File: config.mk
export PLATFORM = sky130hd
export DESIGN_NAME = graph_degree_histogram
export DESIGN_NICKNAME = d
export VERILOG_FILES = /design/src/ghist_pkg.sv /design/src/ghist_mem.sv /design/src/ghist_seq.sv /design/src/graph_degree_histogram.sv
export SDC_FILE = /design/constraint.sdc
export NUM_CORES = 1
export LEC_CHECK = 0
export ABC_AREA = 1
export ABC_CLOCK_PERIOD_IN_PS = 5300
export BUFFER_PORTS_ARGS = -buffer_cell sky130_fd_sc_hd__buf_2
export CAP_MARGIN = 15
export CORE_ASPECT_RATIO = 1.4
export CORE_MARGIN = 1
export CORE_UTILIZATION = 40
export DETAILED_ROUTE_END_ITERATION = 10
export GPL_TIMING_DRIVEN = 0
export SYNTH_ARGS = -nofsm -noshare
export SYNTH_HDL_FRONTEND = slang
export SYNTH_HIERARCHICAL = 1
export SYNTH_SLANG_ARGS = --single-unit
File: constraint.sdc
create_clock -name clk_i -period 5.3 [get_ports clk_i]
set_clock_uncertainty 0.2 [all_clocks]
set_input_delay 1.59 -clock clk_i [delete_from_list [all_inputs] [get_ports clk_i]]
set_output_delay 1.59 -clock clk_i [all_outputs]
set_load 0.03 [all_outputs]
File: src/ghist_pkg.sv
package ghist_pkg;

  // fixed field widths
  localparam int unsigned VC_W    = 6;
  localparam int unsigned VTX_W   = 5;
  localparam int unsigned DEG_W   = 5;
  localparam int unsigned CNT_W   = 6;
  localparam int unsigned TDATA_W = 16;

  // vertex_count after reset
  localparam logic [VC_W-1:0] VC_RESET = 6'd32;

  // per-cycle control of one counter/tally memory
  typedef struct packed {
    logic rd_en;    // read enable
    logic rd_tal;   // read from the tally region
    logic wr_en;    // write enable
    logic wr_tal;   // write to the tally region
    logic clr_cnt;  // drop all per-vertex counters
    logic clr_tal;  // drop all tally entries
  } mem_ctrl_t;

endpackage

File: src/ghist_mem.sv
module ghist_mem #(
  parameter int unsigned DEPTH = 32,
  parameter int unsigned DW    = 6
) (
  input  logic                         clk_i,
  input  logic                         rst_ni,
  input  ghist_pkg::mem_ctrl_t         ctrl_i,
  input  logic [$clog2(DEPTH)-1:0]     rd_addr_i,
  input  logic [$clog2(DEPTH)-1:0]     wr_addr_i,
  input  logic [DW-1:0]                wr_data_i,
  output logic [DW-1:0]                rd_data_o
);
  import ghist_pkg::*;

  localparam int unsigned AW = $clog2(DEPTH);
  localparam int unsigned MW = AW + 1;

  // lower half holds per-vertex degrees, upper half the histogram
  logic [DW-1:0]    mem_q [2**MW];
  logic [DW-1:0]    rdata_q;
  logic             rvld_q;
  logic [DEPTH-1:0] cnt_vld_q;
  logic [DEPTH-1:0] tal_vld_q;

  // storage array with registered read
  always_ff @(posedge clk_i) begin
    if (ctrl_i.wr_en) begin
      mem_q[{ctrl_i.wr_tal, wr_addr_i}] <= wr_data_i;
    end
    if (ctrl_i.rd_en) begin
      rdata_q <= mem_q[{ctrl_i.rd_tal, rd_addr_i}];
    end
  end

  // entry valid bits, an invalid entry reads as zero
  always_ff @(posedge clk_i or negedge rst_ni) begin
    if (!rst_ni) begin
      cnt_vld_q <= '0;
      tal_vld_q <= '0;
      rvld_q    <= 1'b0;
    end else begin
      if (ctrl_i.clr_cnt) begin
        cnt_vld_q <= '0;
      end else if (ctrl_i.wr_en && !ctrl_i.wr_tal) begin
        cnt_vld_q[wr_addr_i] <= 1'b1;
      end
      if (ctrl_i.clr_tal) begin
        tal_vld_q <= '0;
      end else if (ctrl_i.wr_en && ctrl_i.wr_tal) begin
        tal_vld_q[wr_addr_i] <= 1'b1;
      end
      if (ctrl_i.rd_en) begin
        rvld_q <= ctrl_i.rd_tal ? tal_vld_q[rd_addr_i] : cnt_vld_q[rd_addr_i];
      end
    end
  end

  assign rd_data_o = rvld_q ? rdata_q : '0;

endmodule

File: src/ghist_seq.sv
module ghist_seq #(
  parameter int unsigned MAX_VERTICES = 32
) (
  input  logic                                clk_i,
  input  logic                                rst_ni,
  input  logic [$clog2(MAX_VERTICES+1)-1:0]   n_eff_i,
  input  logic                                in_valid_i,
  output logic                                in_ready_o,
  input  logic                                in_mode_i,
  input  logic [ghist_pkg::VTX_W-1:0]         in_src_i,
  input  logic [ghist_pkg::VTX_W-1:0]         in_tgt_i,
  output logic                                out_valid_o,
  input  logic                                out_ready_i,
  output logic                                out_kind_o,
  output logic [ghist_pkg::DEG_W-1:0]         out_degree_o,
  output logic [ghist_pkg::CNT_W-1:0]         out_count_o,
  output logic                                out_last_o,
  output ghist_pkg::mem_ctrl_t                mem_ctrl_o,
  output logic [$clog2(MAX_VERTICES)-1:0]     om_rd_addr_o,
  output logic [$clog2(MAX_VERTICES)-1:0]     om_wr_addr_o,
  output logic [$clog2(MAX_VERTICES+1)-1:0]   om_wr_data_o,
  input  logic [$clog2(MAX_VERTICES+1)-1:0]   om_rd_data_i,
  output logic [$clog2(MAX_VERTICES)-1:0]     im_rd_addr_o,
  output logic [$clog2(MAX_VERTICES)-1:0]     im_wr_addr_o,
  output logic [$clog2(MAX_VERTICES+1)-1:0]   im_wr_data_o,
  input  logic [$clog2(MAX_VERTICES+1)-1:0]   im_rd_data_i
);
  import ghist_pkg::*;

  localparam int unsigned VW = $clog2(MAX_VERTICES);
  localparam int unsigned TW = $clog2(MAX_VERTICES + 1);
  localparam logic [TW-1:0] DEG_TOP = TW'(MAX_VERTICES - 1);

  localparam logic [2:0] ST_IDLE   = 3'd0;
  localparam logic [2:0] ST_ARC_WR = 3'd1;
  localparam logic [2:0] ST_TB_TAL = 3'd2;
  localparam logic [2:0] ST_TB_WR  = 3'd3;
  localparam logic [2:0] ST_EM_RD  = 3'd4;
  localparam logic [2:0] ST_EM_LD  = 3'd5;

  logic [2:0]       state_q, state_d;
  logic [VW-1:0]    src_q, src_d, tgt_q, tgt_d;
  logic [VW-1:0]    v_q, v_d;
  logic [VW-1:0]    g_q, g_d;
  logic             kind_q, kind_d;
  logic [VW-1:0]    max_out_q, max_out_d, max_in_q, max_in_d;
  logic             ovalid_q, ovalid_d;
  logic             okind_q, okind_d, olast_q, olast_d;
  logic [DEG_W-1:0] odeg_q, odeg_d;
  logic [CNT_W-1:0] ocnt_q, ocnt_d;
  logic [VW-1:0]    dout, din, gmax;
  logic             arc_ok;

  assign dout   = om_rd_data_i[VW-1:0];
  assign din    = im_rd_data_i[VW-1:0];
  assign gmax   = kind_q ? max_in_q : max_out_q;
  assign arc_ok = (VC_W'(in_src_i) < VC_W'(n_eff_i)) && (VC_W'(in_tgt_i) < VC_W'(n_eff_i));

  // sequencer: arc update, histogram build, row emission
  always_comb begin
    state_d      = state_q;
    src_d        = src_q;
    tgt_d        = tgt_q;
    v_d          = v_q;
    g_d          = g_q;
    kind_d       = kind_q;
    max_out_d    = max_out_q;
    max_in_d     = max_in_q;
    ovalid_d     = ovalid_q;
    okind_d      = okind_q;
    olast_d      = olast_q;
    odeg_d       = odeg_q;
    ocnt_d       = ocnt_q;
    mem_ctrl_o   = '0;
    om_rd_addr_o = '0;
    om_wr_addr_o = '0;
    om_wr_data_o = '0;
    im_rd_addr_o = '0;
    im_wr_addr_o = '0;
    im_wr_data_o = '0;
    in_ready_o   = 1'b0;

    if (ovalid_q && out_ready_i) begin
      ovalid_d = 1'b0;
    end

    case (state_q)
      ST_IDLE: begin
        in_ready_o = 1'b1;
        if (in_valid_i) begin
          if (in_mode_i) begin
            mem_ctrl_o.clr_tal = 1'b1;
            max_out_d = '0;
            max_in_d  = '0;
            v_d       = '0;
            g_d       = '0;
            kind_d    = 1'b0;
            if (n_eff_i == '0) begin
              state_d = ST_EM_RD;
            end else begin
              mem_ctrl_o.rd_en = 1'b1;
              state_d = ST_TB_TAL;
            end
          end else if (arc_ok) begin
            mem_ctrl_o.rd_en = 1'b1;
            om_rd_addr_o = in_src_i[VW-1:0];
            im_rd_addr_o = in_tgt_i[VW-1:0];
            src_d   = in_src_i[VW-1:0];
            tgt_d   = in_tgt_i[VW-1:0];
            state_d = ST_ARC_WR;
          end
        end
      end
      ST_ARC_WR: begin
        // saturating increment of both degrees
        mem_ctrl_o.wr_en = 1'b1;
        om_wr_addr_o = src_q;
        im_wr_addr_o = tgt_q;
        om_wr_data_o = (om_rd_data_i < DEG_TOP) ? om_rd_data_i + 1'b1 : om_rd_data_i;
        im_wr_data_o = (im_rd_data_i < DEG_TOP) ? im_rd_data_i + 1'b1 : im_rd_data_i;
        state_d = ST_IDLE;
      end
      ST_TB_TAL: begin
        // degree of vertex v is here, fetch its histogram bin
        mem_ctrl_o.rd_en  = 1'b1;
        mem_ctrl_o.rd_tal = 1'b1;
        om_rd_addr_o = dout;
        im_rd_addr_o = din;
        src_d = dout;
        tgt_d = din;
        if (dout > max_out_q) begin
          max_out_d = dout;
        end
        if (din > max_in_q) begin
          max_in_d = din;
        end
        state_d = ST_TB_WR;
      end
      ST_TB_WR: begin
        mem_ctrl_o.wr_en  = 1'b1;
        mem_ctrl_o.wr_tal = 1'b1;
        om_wr_addr_o = src_q;
        im_wr_addr_o = tgt_q;
        om_wr_data_o = om_rd_data_i + 1'b1;
        im_wr_data_o = im_rd_data_i + 1'b1;
        if (VC_W'(v_q) + VC_W'(1) < VC_W'(n_eff_i)) begin
          v_d = v_q + 1'b1;
          mem_ctrl_o.rd_en = 1'b1;
          om_rd_addr_o = v_q + 1'b1;
          im_rd_addr_o = v_q + 1'b1;
          state_d = ST_TB_TAL;
        end else begin
          state_d = ST_EM_RD;
        end
      end
      ST_EM_RD: begin
        mem_ctrl_o.rd_en  = 1'b1;
        mem_ctrl_o.rd_tal = 1'b1;
        om_rd_addr_o = g_q;
        im_rd_addr_o = g_q;
        state_d = ST_EM_LD;
      end
      ST_EM_LD: begin
        if (!ovalid_q || out_ready_i) begin
          ovalid_d = 1'b1;
          okind_d  = kind_q;
          odeg_d   = DEG_W'(g_q);
          ocnt_d   = CNT_W'(kind_q ? im_rd_data_i : om_rd_data_i);
          olast_d  = kind_q && (g_q == max_in_q);
          if (g_q == gmax) begin
            g_d = '0;
            if (kind_q) begin
              mem_ctrl_o.clr_cnt = 1'b1;
              state_d = ST_IDLE;
            end else begin
              kind_d  = 1'b1;
              state_d = ST_EM_RD;
            end
          end else begin
            g_d     = g_q + 1'b1;
            state_d = ST_EM_RD;
          end
        end
      end
      default: begin
        state_d = ST_IDLE;
      end
    endcase
  end

  // control registers
  always_ff @(posedge clk_i or negedge rst_ni) begin
    if (!rst_ni) begin
      state_q   <= ST_IDLE;
      ovalid_q  <= 1'b0;
      src_q     <= '0;
      tgt_q     <= '0;
      v_q       <= '0;
      g_q       <= '0;
      kind_q    <= 1'b0;
      max_out_q <= '0;
      max_in_q  <= '0;
    end else begin
      state_q   <= state_d;
      ovalid_q  <= ovalid_d;
      src_q     <= src_d;
      tgt_q     <= tgt_d;
      v_q       <= v_d;
      g_q       <= g_d;
      kind_q    <= kind_d;
      max_out_q <= max_out_d;
      max_in_q  <= max_in_d;
    end
  end

  // output row register
  always_ff @(posedge clk_i) begin
    okind_q <= okind_d;
    olast_q <= olast_d;
    odeg_q  <= odeg_d;
    ocnt_q  <= ocnt_d;
  end

  assign out_valid_o  = ovalid_q;
  assign out_kind_o   = okind_q;
  assign out_degree_o = odeg_q;
  assign out_count_o  = ocnt_q;
  assign out_last_o   = olast_q;

endmodule

File: src/graph_degree_histogram.sv
// Arc transaction: read of both degree memories, then write-back; an arc
// naming a missing vertex is dropped. Finish transaction: one pass over the
// n vertices builds both histograms (n = vertex count), then each row is
// emitted by a bin read and an output load, which waits for the sink; at most
// 64 rows. Reset: vertex_count returns to 32, the maxima clear, and all
// degrees and tallies read as zero at once through entry valid bits; no
// clearing pass is needed.
module graph_degree_histogram #(
  parameter int unsigned MAX_VERTICES = 32
) (
  input  logic                             clk_i,
  input  logic                             rst_ni,
  input  logic                             cfg_we_i,
  input  logic [ghist_pkg::VC_W-1:0]       cfg_wdata_i,    // vertex_count
  input  logic                             s_axis_tvalid,
  output logic                             s_axis_tready,
  input  logic [ghist_pkg::TDATA_W-1:0]    s_axis_tdata,   // arc_source[4:0], arc_target[9:5]
  input  logic                             s_axis_tuser,   // mode
  output logic                             m_axis_tvalid,
  input  logic                             m_axis_tready,
  output logic [ghist_pkg::TDATA_W-1:0]    m_axis_tdata,   // degree[4:0], vertices_with_degree[10:5]
  output logic                             m_axis_tuser,   // table_kind
  output logic                             m_axis_tlast    // last_row
);
  import ghist_pkg::*;

  localparam int unsigned VW = $clog2(MAX_VERTICES);
  localparam int unsigned TW = $clog2(MAX_VERTICES + 1);

  logic [VC_W-1:0]  vc_q;
  logic [TW-1:0]    n_eff;
  mem_ctrl_t        mem_ctrl;
  logic [VW-1:0]    om_rd_addr, om_wr_addr, im_rd_addr, im_wr_addr;
  logic [TW-1:0]    om_wr_data, om_rd_data, im_wr_data, im_rd_data;
  logic [DEG_W-1:0] out_degree;
  logic [CNT_W-1:0] out_count;

  // vertex_count register
  always_ff @(posedge clk_i or negedge rst_ni) begin
    if (!rst_ni) begin
      vc_q <= VC_RESET;
    end else if (cfg_we_i) begin
      vc_q <= cfg_wdata_i;
    end
  end

  // counts above the table size act as the table size
  assign n_eff = (vc_q > VC_W'(MAX_VERTICES)) ? TW'(MAX_VERTICES) : TW'(vc_q);

  ghist_seq #(
    .MAX_VERTICES(MAX_VERTICES)
  ) u_seq (
    .clk_i        (clk_i),
    .rst_ni       (rst_ni),
    .n_eff_i      (n_eff),
    .in_valid_i   (s_axis_tvalid),
    .in_ready_o   (s_axis_tready),
    .in_mode_i    (s_axis_tuser),
    .in_src_i     (s_axis_tdata[VTX_W-1:0]),
    .in_tgt_i     (s_axis_tdata[2*VTX_W-1:VTX_W]),
    .out_valid_o  (m_axis_tvalid),
    .out_ready_i  (m_axis_tready),
    .out_kind_o   (m_axis_tuser),
    .out_degree_o (out_degree),
    .out_count_o  (out_count),
    .out_last_o   (m_axis_tlast),
    .mem_ctrl_o   (mem_ctrl),
    .om_rd_addr_o (om_rd_addr),
    .om_wr_addr_o (om_wr_addr),
    .om_wr_data_o (om_wr_data),
    .om_rd_data_i (om_rd_data),
    .im_rd_addr_o (im_rd_addr),
    .im_wr_addr_o (im_wr_addr),
    .im_wr_data_o (im_wr_data),
    .im_rd_data_i (im_rd_data)
  );

  // out-degree counters and histogram
  ghist_mem #(
    .DEPTH(MAX_VERTICES),
    .DW   (TW)
  ) u_out_mem (
    .clk_i     (clk_i),
    .rst_ni    (rst_ni),
    .ctrl_i    (mem_ctrl),
    .rd_addr_i (om_rd_addr),
    .wr_addr_i (om_wr_addr),
    .wr_data_i (om_wr_data),
    .rd_data_o (om_rd_data)
  );

  // in-degree counters and histogram
  ghist_mem #(
    .DEPTH(MAX_VERTICES),
    .DW   (TW)
  ) u_in_mem (
    .clk_i     (clk_i),
    .rst_ni    (rst_ni),
    .ctrl_i    (mem_ctrl),
    .rd_addr_i (im_rd_addr),
    .wr_addr_i (im_wr_addr),
    .wr_data_i (im_wr_data),
    .rd_data_o (im_rd_data)
  );

  assign m_axis_tdata = {(TDATA_W - DEG_W - CNT_W)'(0), out_count, out_degree};

endmodule

# Word level (Yosys, flattened, before mapping)
# Memories as Yosys holds them, arrays and structs flattened. A register that Yosys moved wholly into a read port is not among the register bits.
# Cells that the tools add are included.
[word_totals]
word_cells = 186
inputBits = 28
out_inout_bits = 20
ramBits = 768
memories = 2
ff_bits = 184
[mem_list]
columns = ["memory", "depth", "width", "rd", "rd_ports_with_merged_regs", "wr", "line_no", "rtl"]
rows = [
  ["u_in_mem.mem_q", 64, 6, 1, 1, 1, "ghist_mem.sv:19", "logic [DW-1:0] mem_q [2**MW];"],
  ["u_out_mem.mem_q", 64, 6, 1, 1, 1, "ghist_mem.sv:19", ""],
]
[classes]
eq_ne = 17
mux = 97
bitwise = 4
reduce_logical = 27
order_cmp = 14
add_sub_neg = 5
[ops]
columns = ["op", "n"]
rows = [
  ["$mux W32", 8],
  ["$or A32 B32 Y32", 4],
  ["$mux W5", 23],
  ["$pmux W5 S2", 6],
  ["$pmux W5 S4", 2],
  ["$mux W6", 6],
  ["$mux W1", 33],
  ["$lt A5 B6 Y1 const B", 4],
  ["$mux W3", 8],
  ["$pmux W6 S2", 2],
  ["$bmux W1 S5", 4],
  ["$reduce_and A4 Y1", 5],
  ["$pmux W3 S5", 1],
  ["$add A6 B1 Y6 const B", 2],
  ["$lt A5 B6 Y1", 2],
  ["$lt A6 B5 Y1 const B", 2],
  ["$ne A2 B1 Y1 const B", 6],
  ["$add A5 B1 Y5 const B", 2],
  ["$demux W1 S5", 2],
  ["$eq A5 B5 Y1", 2],
  ["$ge A5 B1 Y1 const B", 2],
  ["$gt A5 B5 Y1", 2],
  ["$reduce_bool A2 Y1", 5],
  ["$logic_and A1 B1 Y1", 7],
  ["other kinds (18)", 24],
]

# Longest topological paths before layout
# Gate-level depths: netlist (run 1).
[depth]
depth_word = 11
ltp_mapped = 28
ltp_nobuf = 25

# By module
# The synthesis (run 1) kept the hierarchy.
[modules_own_cells]
columns = ["module", "instances", "seq_area_each_um2", "cells_per_inst", "area_each_um2"]
rows = [
  ["ghist_mem (u_out_mem)", 1, 13337.8, 1715, 18970.7],
  ["ghist_mem (u_in_mem)", 1, 13337.8, 1706, 18913.1],
  ["ghist_seq", 1, 1266.2, 559, 3741.1],
  ["graph_degree_histogram", 1, 151.4, 38, 322.8],
]

# Least setup slack after synthesis (run 1)
# No wires, ideal clock.
[synth_timing]
kind = "flip-flop to flip-flop"
start = "reg u_in_mem.rvld_q"
end = "mem u_in_mem.mem_q[0][1] (data pin)"
slack_ps = 617
t_required_ps = 4398
path_stages_with_launch = 10
path_buffers = 0
t_arrival_ps = 3781
setup_ps = 702
synth_period_minus_slack_ps = 4683
cell_sequence = "dfrtp_1 nand2_1 inv_1 ha_1 nand3_1 nor2_1 nor2_1 inv_1 o21ai_0 o21ai_0"
[synth_via]
elab_chain_cells = 4
elab_cells_between_ends = 5
cone_classes = "add/sub (1); order compare (1); mux (3)"
[synth_lines]
columns = ["item", "line_no", "rtl"]
rows = [
  ["start: declaration", "ghist_mem.sv:21", "logic rvld_q;"],
  ["start signal: assignment", "ghist_mem.sv:53", "rvld_q <= ctrl_i.rd_tal ? tal_vld_q[rd_addr_i] : cnt_vld_q[rd_addr_i];"],
  ["$mux W6 *", "ghist_mem.sv:58", "assign rd_data_o = rvld_q ? rdata_q : '0;"],
  ["via im_rd_data[1]", "graph_degree_histogram.sv:34", "logic [TW-1:0] om_wr_data, om_rd_data, im_wr_data, im_rd_data;"],
  ["$add A6 B1 Y6 / $lt A6 B5 Y1 (equally long branches)", "ghist_seq.sv:120, ghist_seq.sv:145", ""],
  ["$mux W6", "ghist_seq.sv:120", "im_wr_data_o = (im_rd_data_i < DEG_TOP) ? im_rd_data_i + 1'b1 : im_rd_data_i;"],
  ["$pmux W6 S2 *", "ghist_seq.sv:87", "case (state_q)"],
  ["via im_wr_data[1]", "graph_degree_histogram.sv:34", ""],
  ["end: declaration", "ghist_mem.sv:19", ""],
]
# The timed path passes the listed nets; every way through them passes the cells marked *.

# Worst setup path after layout (run 1)
[layout_timing]
start = "in s_axis_tdata[4] in the netlist's numbering"
end = "reg u_in_mem.rdata_q[2], read port of u_in_mem.mem_q (data pin)"
[layout_via]
elab_chain_cells = 6
elab_cells_between_ends = 10
cone_classes = "order compare (1); mux (8); reduce/logical (1)"
[layout_lines]
columns = ["item", "line_no", "rtl"]
rows = [
  ["start: declaration", "graph_degree_histogram.sv:17", "input logic [ghist_pkg::TDATA_W-1:0] s_axis_tdata,"],
  ["$lt A5 B6 Y1", "ghist_seq.sv:57", "assign arc_ok = (VC_W'(in_src_i) < VC_W'(n_eff_i)) && (VC_W'(in_tgt_i) < VC_W'(n_eff_i));"],
  ["$logic_and A1 B1 Y1", "ghist_seq.sv:57", ""],
  ["$mux W5", "ghist_seq.sv:104", "end else if (arc_ok) begin"],
  ["$mux W5", "ghist_seq.sv:91", "if (in_mode_i) begin"],
  ["$mux W5", "ghist_seq.sv:90", "if (in_valid_i) begin"],
  ["$pmux W5 S4", "ghist_seq.sv:87", ""],
  ["via im_rd_addr[2]", "graph_degree_histogram.sv:33", "logic [VW-1:0] om_rd_addr, om_wr_addr, im_rd_addr, im_wr_addr;"],
  ["end: declaration", "ghist_mem.sv:20", "logic [DW-1:0] rdata_q;"],
]
# The timed path passes the listed nets, and every way through them passes these cells.
# A chain may end at the register's enable or synchronous reset.

==> results_dict.tcl, run 1 <==
set metrics [dict create \
    status "completed" \
    yosysSeqAreaShare 0.670 \
    start_util 0.403 \
    syn_area_per_cell_sq_um 10.4 \
    drc 0 \
    path_cells "buf_2 -> ha_1 -> inv_1 -> nor2_1 -> nand2_1 -> nand2_1 -> a21oi_1 -> nand3_2 -> nand2_1 -> nand2_1 -> nand2_1 -> clkbuf_1 -> buf_1 -> nand2_1 -> nand2_1 -> nand2_1 -> nand3_1 -> nand3_1 -> nand2_1" \
    h-tree-depth 3 \
    synth_top_area_frac 0.568 \
    clock_sinks 964 \
    slowest_delay_ns 0.76 \
    timing.rr.start "u_seq/v_q[0]$_DFFE_PN0P_" \
    layout_worst_path_cycle_share 0.947 \
    min_path_cells 0 \
    r2r_setup_slack_ns 0.31 \
    port_buffers 36 \
    design_area_sq_mm 0.0479 \
    relSlewSlack 0.322 \
    die_w_microns 276 \
    p_leak_uw 0.0185 \
    row_count 140 \
    grt_pass1_vias 30200 \
    cp-start-kind "primary input" \
    rsz0062_at_grt "false" \
    via_per_inst 5.51 \
    wl_per_cell_microns 24.4 \
    antenna_found_initial 2 \
    antenna_left 0 \
    drv_slew 0 \
    holdPathEnd "u_seq/out_degree_o[2]$_DFFE_PP_" \
    syn-instance-count 4018 \
    grt_start_max_net_pins 113 \
    critPathBufInv 4 \
    finalNetCount 4248 \
    max_cap_viol_count 0 \
    diodes 0 \
    worstRegToRegCells 19 \
    grt_overflow 0 \
    cp_data_arrival_time_ns 5.33 \
    power.density_mw_per_mm2 543 \
    clock_latency_ns 0.69 \
    io_pins 48 \
    cts_resized 0 \
    synth_common_cells "edfxtp_1 (793), nor2_1 (773), nand2_1 (755)" \
    clkSlewWorstSetupHoldPaths_ns 0.06 \
    finalHoldViolCount 0 \
    crit_family "simple AND/OR/NAND/NOR gates" \
    slowest_stage "clkbuf_1" \
    hp-start "u_seq/g_q[2]$_DFFE_PN0P_" \
    core_sq_mm 0.104 \
    end_kind "flop" \
    required_ns 5.61 \
    synth_edf_count 793 \
    ys_top_cells_by_area "edfxtp_1 (57%), dfrtp_1 (10%), nor2_1 (6.9%)" \
    firstDrtPassIters 5 \
    synth_area_leader_cell "edfxtp_1" \
    max_freq_ghz 0.199 \
    critPathMostFrequentCell "nand2_1" \
    post_dp_cell_area_sq_mm 0.0446 \
    finalCriticalPeriod_ns 5.02 \
    die_area_sq_mm 0.106 \
    cts_setup_buffers 0 \
    hpwlAfterDp_microns 99500 \
    ys_seq_elements 964 \
    cts-root-buf "clkbuf_16" \
    synth_cell_types 44 \
    whs_ns 0.251 \
    synth.most_common_cell "edfxtp_1" \
    async_flop_share 0.177 \
    clk_path_buf_depth 3 \
    hold_path_class "reg -> reg" \
    synth_area_sq_mm 0.0419 \
    ys_warn_count 6 \
    critPathKind "in -> reg" \
    ir_drop_mv 0.420 \
    drtIter0Drc 2730 \
    setup_viol 0 \
    worst_pin_slew_ns 1.01 \
    syn2layout_area_growth_pct 14.3 \
    holdBufCountCts 0 \
    numCtsBuffers 99 \
    wirelength_microns 137000 \
    synth_ff_type "edfxtp_1" \
    setup-tns-final_ns 0 \
    grt_pass1_wl_microns 196000 \
    p_total_uw 26100 \
    vias 31000 \
    cp_max_fo 10 \
    drive_gt1_frac 0.0933 \
    timing.rr.end "u_in_mem/rdata_q[2]$_DFFE_PP_" \
    dieHeight_microns 385 \
    gp_congestion 0.987 \
    track_usage 0.257 \
    tritoncts "built" \
]
## cells in the final DEF, fill, tap and decap left out, types with 10 or more instances in the layout
cell,netlist,routed
clkinv_1,2,17
o22ai_1,160,159
buf_2,58,93
buf_4,36,41
bufinv_16,0,14
ha_1,27,27
nand4_1,10,10
buf_16,0,10
nand2_1,755,755
nor2_1,773,772
clkbuf_1,72,90
o21ai_1,73,73
clkinv_2,0,18
nand3_1,311,311
clkbuf_16,0,100
o21ai_0,335,332
inv_1,254,254
buf_6,38,46
edfxtp_1,793,793
a21oi_1,83,79
dfrtp_1,170,170
buf_12,1,10
## through the flow
step	instances	utilization	setup slack (ns)
2_1_floorplan	4022	-	0.617
3_3_place_gp	5407	0.421	-3.82
3_5_place_dp	5441	0.429	-0.249
4_1_cts	5626	0.461	0.460
5_1_grt	5626	0.461	0.172
6_report	5626	0.461	0.280
## area by class of cell
type | count | area (sq um)
plain buffers | 220 | 1360
repair buffers | 70 | 803
multi-input cells | 2575 | 11600
inverters | 263 | 997
flip-flops and latches | 964 | 28100
well taps | 1349 | 1690
clock buffers | 124 | 2650
clock inverters | 61 | 707
fillers | 9759 | 56100
## worst reg2reg max path: stages (launching register included)
cell and delay [ns]:
dfrtp_1 0.44, ha_1 0.25, nand3_1 0.10, xor2_1 0.24
ha_1 0.28, nand2_1 0.08, inv_1 0.04, a21oi_1 0.13
nand2_1 0.22, o22ai_1 0.31, inv_1 0.12, nand2_1 0.14
clkbuf_1 0.76, buf_1 0.67, nand2_1 0.12, nand2_1 0.12
nand2_1 0.06, nand3_1 0.12, nand3_1 0.20, nand2_1 0.23
## logic make-up after synthesis
logic type | after synthesis | synth area share
AOI/OAI and AO/OA | 663 | 0.0847
xor gates and xnor gates | 7 | 0.00146
adders and majority gates | 27 | 0.00805
buffers and inverters | 483 | 0.0561
DFF | 964 | 0.670
muxes | 1 | 0.000268
other | 1 | 0.0000894
and+or+nand+nor | 1872 | 0.180
## report_power, final
group	leakage, uW	total (uW)	switching [uW]	internal, uW
clock network	0.00164	7190	2950	4240
logic	0.00728	9380	6850	2530
registers	0.00954	9480	241	9240
## how the worst max path moves through the flow
stage	startpoint	endpoint	slack, ns	cells past startpoint
after floorplan	u_in_mem/rvld_q$_DFFE_PN0P_	u_in_mem/mem_q[0][1]$_DFFE_PP_	0.62	9
after global placement	u_in_mem/rvld_q$_DFFE_PN0P_	u_in_mem/mem_q[16][1]$_DFFE_PP_	-3.82	9
after detailed placement	s_axis_tdata[4]	u_in_mem/rdata_q[1]$_DFFE_PP_	-0.25	21
after CTS	s_axis_tdata[4]	u_in_mem/rdata_q[1]$_DFFE_PP_	0.46	21
after global routing	u_seq/v_q[0]$_DFFE_PN0P_	u_out_mem/rdata_q[2]$_DFFE_PP_	0.17	19
final	s_axis_tdata[4]	u_in_mem/rdata_q[2]$_DFFE_PP_	0.28	19
## sequential cells by signal, indices dropped and copies added, names as in the netlist, 6 cells and up
register and cells:
u_out_mem/tal_vld_q 32, u_out_mem/cnt_vld_q 32, u_out_mem/mem_q 384, u_in_mem/cnt_vld_q 32
u_out_mem/rdata_q 6, u_in_mem/mem_q 384, u_in_mem/rdata_q 6, u_seq/out_count_o 6
u_in_mem/tal_vld_q 32, vc_q 6
## per-layer routing
| metal | routed length [microns] | up-vias | global-route usage | share of wire |
|---|---|---|---|---|
| li1 | - | 14100 | - | - |
| met1 | 49000 | 15200 | 0.281 | 0.36 |
| met2 | 69700 | 1321 | 0.456 | 0.51 |
| met3 | 7550 | 417 | 0.0288 | 0.055 |
| met4 | 10900 | 0 | 0.189 | 0.079 |
| met5 | 0 | - | 0 | 0 |
Power figures use the tool's default switching activity.
==> run 2: changes to the inputs <==
PLACE_DENSITY = 0.58   (was unset)
TNS_END_PERCENT = 100   (was unset)
==> run 2 against run 1 <==
Total power down 0.37%. First-iteration DRC count down 2.2%. Via count down 0.33%. Maximum frequency down 3.5%. Routed wire length up 1.3%. Sequential power about the same. Final cell count about the same. Setup slack worse by 0.18 ns. Clock power down 1%. Critical endpoint is now u_in_mem/rdata_q[5]$_DFFE_PP_. Utilization down 0.081 points.
==> results_dict.tcl, run 2 (synthesis results as in run 1) <==
set metrics [dict create \
    holdPathEnd "u_seq/out_degree_o[2]$_DFFE_PP_" \
    drtIter0Drc 2671 \
    clkSlewWorstSetupHoldPaths_ns 0.06 \
    clock_latency_ns 0.66 \
    pre_cts_slack_ns -0.387 \
    setup-tns-final_ns 0 \
    wirelength_microns 139000 \
    max_cap_viol_count 0 \
    status "completed" \
    design_area_sq_mm 0.0479 \
    firstDrtPassIters 5 \
    gp_congestion 0.980 \
    die_w_microns 276 \
    wl_per_cell_microns 24.7 \
    track_usage 0.261 \
    antenna_found_initial 2 \
    grt-busiest-layer "met2" \
    drive_gt1_frac 0.0925 \
    drc 0 \
    cts-root-buf "clkbuf_16" \
    hp-start "u_seq/g_q[2]$_DFFE_PN0P_" \
    power.density_mw_per_mm2 542 \
    finalNetCount 4245 \
    cp_data_arrival_time_ns 5.50 \
    die_area_sq_mm 0.106 \
    p_leak_uw 0.0184 \
    required_ns 5.60 \
    grt_pass1_wl_microns 199000 \
    grt_pass1_vias 30200 \
    finalHoldViolCount 0 \
    finalCriticalPeriod_ns 5.20 \
    layout_common_cells "edfxtp_1 (793), nor2_1 (772), nand2_1 (755), o21ai_0 (332), nand3_1 (311)" \
    hold_path_class "reg -> reg" \
    cts_resized 0 \
    dieHeight_microns 385 \
    final_util 0.460 \
    cp-start-kind "primary input" \
    cts_setup_buffers 0 \
    grt_util_met1 0.285 \
    grt.met2_usage 0.463 \
    placed_cells 5441 \
    clk_path_buf_depth 3 \
    row_count 140 \
    setup_viol 0 \
    met3_usage 0.0316 \
    worst_pin_slew_ns 1.11 \
    grt_overflow 0 \
    hpwlAfterDp_microns 101000 \
    grt_start_max_net_pins 108 \
    core_sq_mm 0.104 \
    timing.rr.end "u_in_mem/rdata_q[5]$_DFFE_PP_" \
    max_freq_ghz 0.192 \
    antenna_left 0 \
    layout_worst_path_cycle_share 0.981 \
    clock_sinks 964 \
    ir_drop_mv 0.291 \
    critPathKind "in -> reg" \
    drv_slew 0 \
    h-tree-depth 3 \
    holdBufCountCts 0 \
    io_pins 48 \
    syn2layout_area_growth_pct 14.1 \
    worstRegToRegCells 20 \
    rsz0062_at_grt "false" \
    via_per_inst 5.49 \
    timing.rr.start "vc_q[4]$_DFFE_PN0P_" \
    start_util 0.403 \
    numCtsBuffers 96 \
    r2r_setup_slack_ns 0.18 \
    port_buffers 36 \
    post_dp_cell_area_sq_mm 0.0446 \
    fin_cells 5621 \
    top_regs "u_in_mem/mem_q (384), u_out_mem/mem_q (384)" \
    end_kind "flop" \
    layout_commonest_cell "edfxtp_1" \
    fin_ws_ns 0.101 \
    vias 30900 \
    tritoncts "built" \
    min_path_cells 0 \
    cp_max_fo 10 \
    fillCellCount 9785 \
    relSlewSlack 0.255 \
]
[run 2: area by class of cell]
cell class / count / area, sq um / area share
Sequential cell: 964 / 28100 / 0.587
Multi-Input combinational cell: 2575 / 11700 / 0.244
Clock buffer: 118 / 2540 / 0.0530
Tap cell: 1349 / 1690 / 0.0353
Buffer: 220 / 1360 / 0.0283
Inverter: 263 / 997 / 0.0208
Timing Repair Buffer: 70 / 795 / 0.0166
Clock inverter: 61 / 739 / 0.0154
Antenna cell: 1 / 2.50 / 0.0000523
[run 2: routing by layer]
layer | routed length [microns] | up-vias | share of wire
met1 | 49800 | 15100 | 0.36
met5 | 14 | - | 0.00010
met3 | 7400 | 477 | 0.053
met4 | 11300 | 2 | 0.081
met2 | 70400 | 1238 | 0.51
li1 | - | 14100 | -
[run 2: worst max-delay path by stage]
stage	depth (start not counted)	to	from
3_3_place_gp	10	u_in_mem/mem_q[3][2]$_DFFE_PP_	u_in_mem/rvld_q$_DFFE_PN0P_
3_5_place_dp	18	u_in_mem/rdata_q[5]$_DFFE_PP_	s_axis_tdata[9]
6_report	17	u_in_mem/rdata_q[5]$_DFFE_PP_	s_axis_tdata[3]
4_1_cts	18	u_in_mem/rdata_q[5]$_DFFE_PP_	s_axis_tdata[9]
5_1_grt	21	u_in_mem/rdata_q[0]$_DFFE_PP_	vc_q[4]$_DFFE_PN0P_
2_1_floorplan	9	u_in_mem/mem_q[0][1]$_DFFE_PP_	u_in_mem/rvld_q$_DFFE_PN0P_
[run 2: worst max-delay path, stage by stage]
cell	delay (ns)
buf_2	0.11
ha_1	0.28
nand2_1	0.07
nand2_1	0.05
nand2_1	0.05
nand2_1	0.04
a21oi_1	0.21
nand3_2	0.22
nand2_1	0.16
nand2_1	0.10
nand2_1	0.15
clkbuf_1	0.75
clkbuf_1	0.68
nor2_1	0.12
o21ai_1	0.40
nand3_1	0.27
nand2_1	0.22
[run 2: power by group]
part | switching (uW) | total, uW | leakage [uW] | internal [uW]
Sequential | 240 | 9480 | 0.00954 | 9240
Combinational | 6860 | 9380 | 0.00728 | 2520
Clock | 2910 | 7100 | 0.00160 | 4190
Total | 10000 | 26000 | 0.0184 | 16000
[run 2: stage by stage]
step | total power [uW] | hold WS, ns
2_1_floorplan | 14800 | 0.223
3_3_place_gp | 18500 | 0.230
3_5_place_dp | 18800 | 0.241
4_1_cts | 25900 | 0.256
5_1_grt | 26900 | 0.261
6_report | 26000 | 0.251
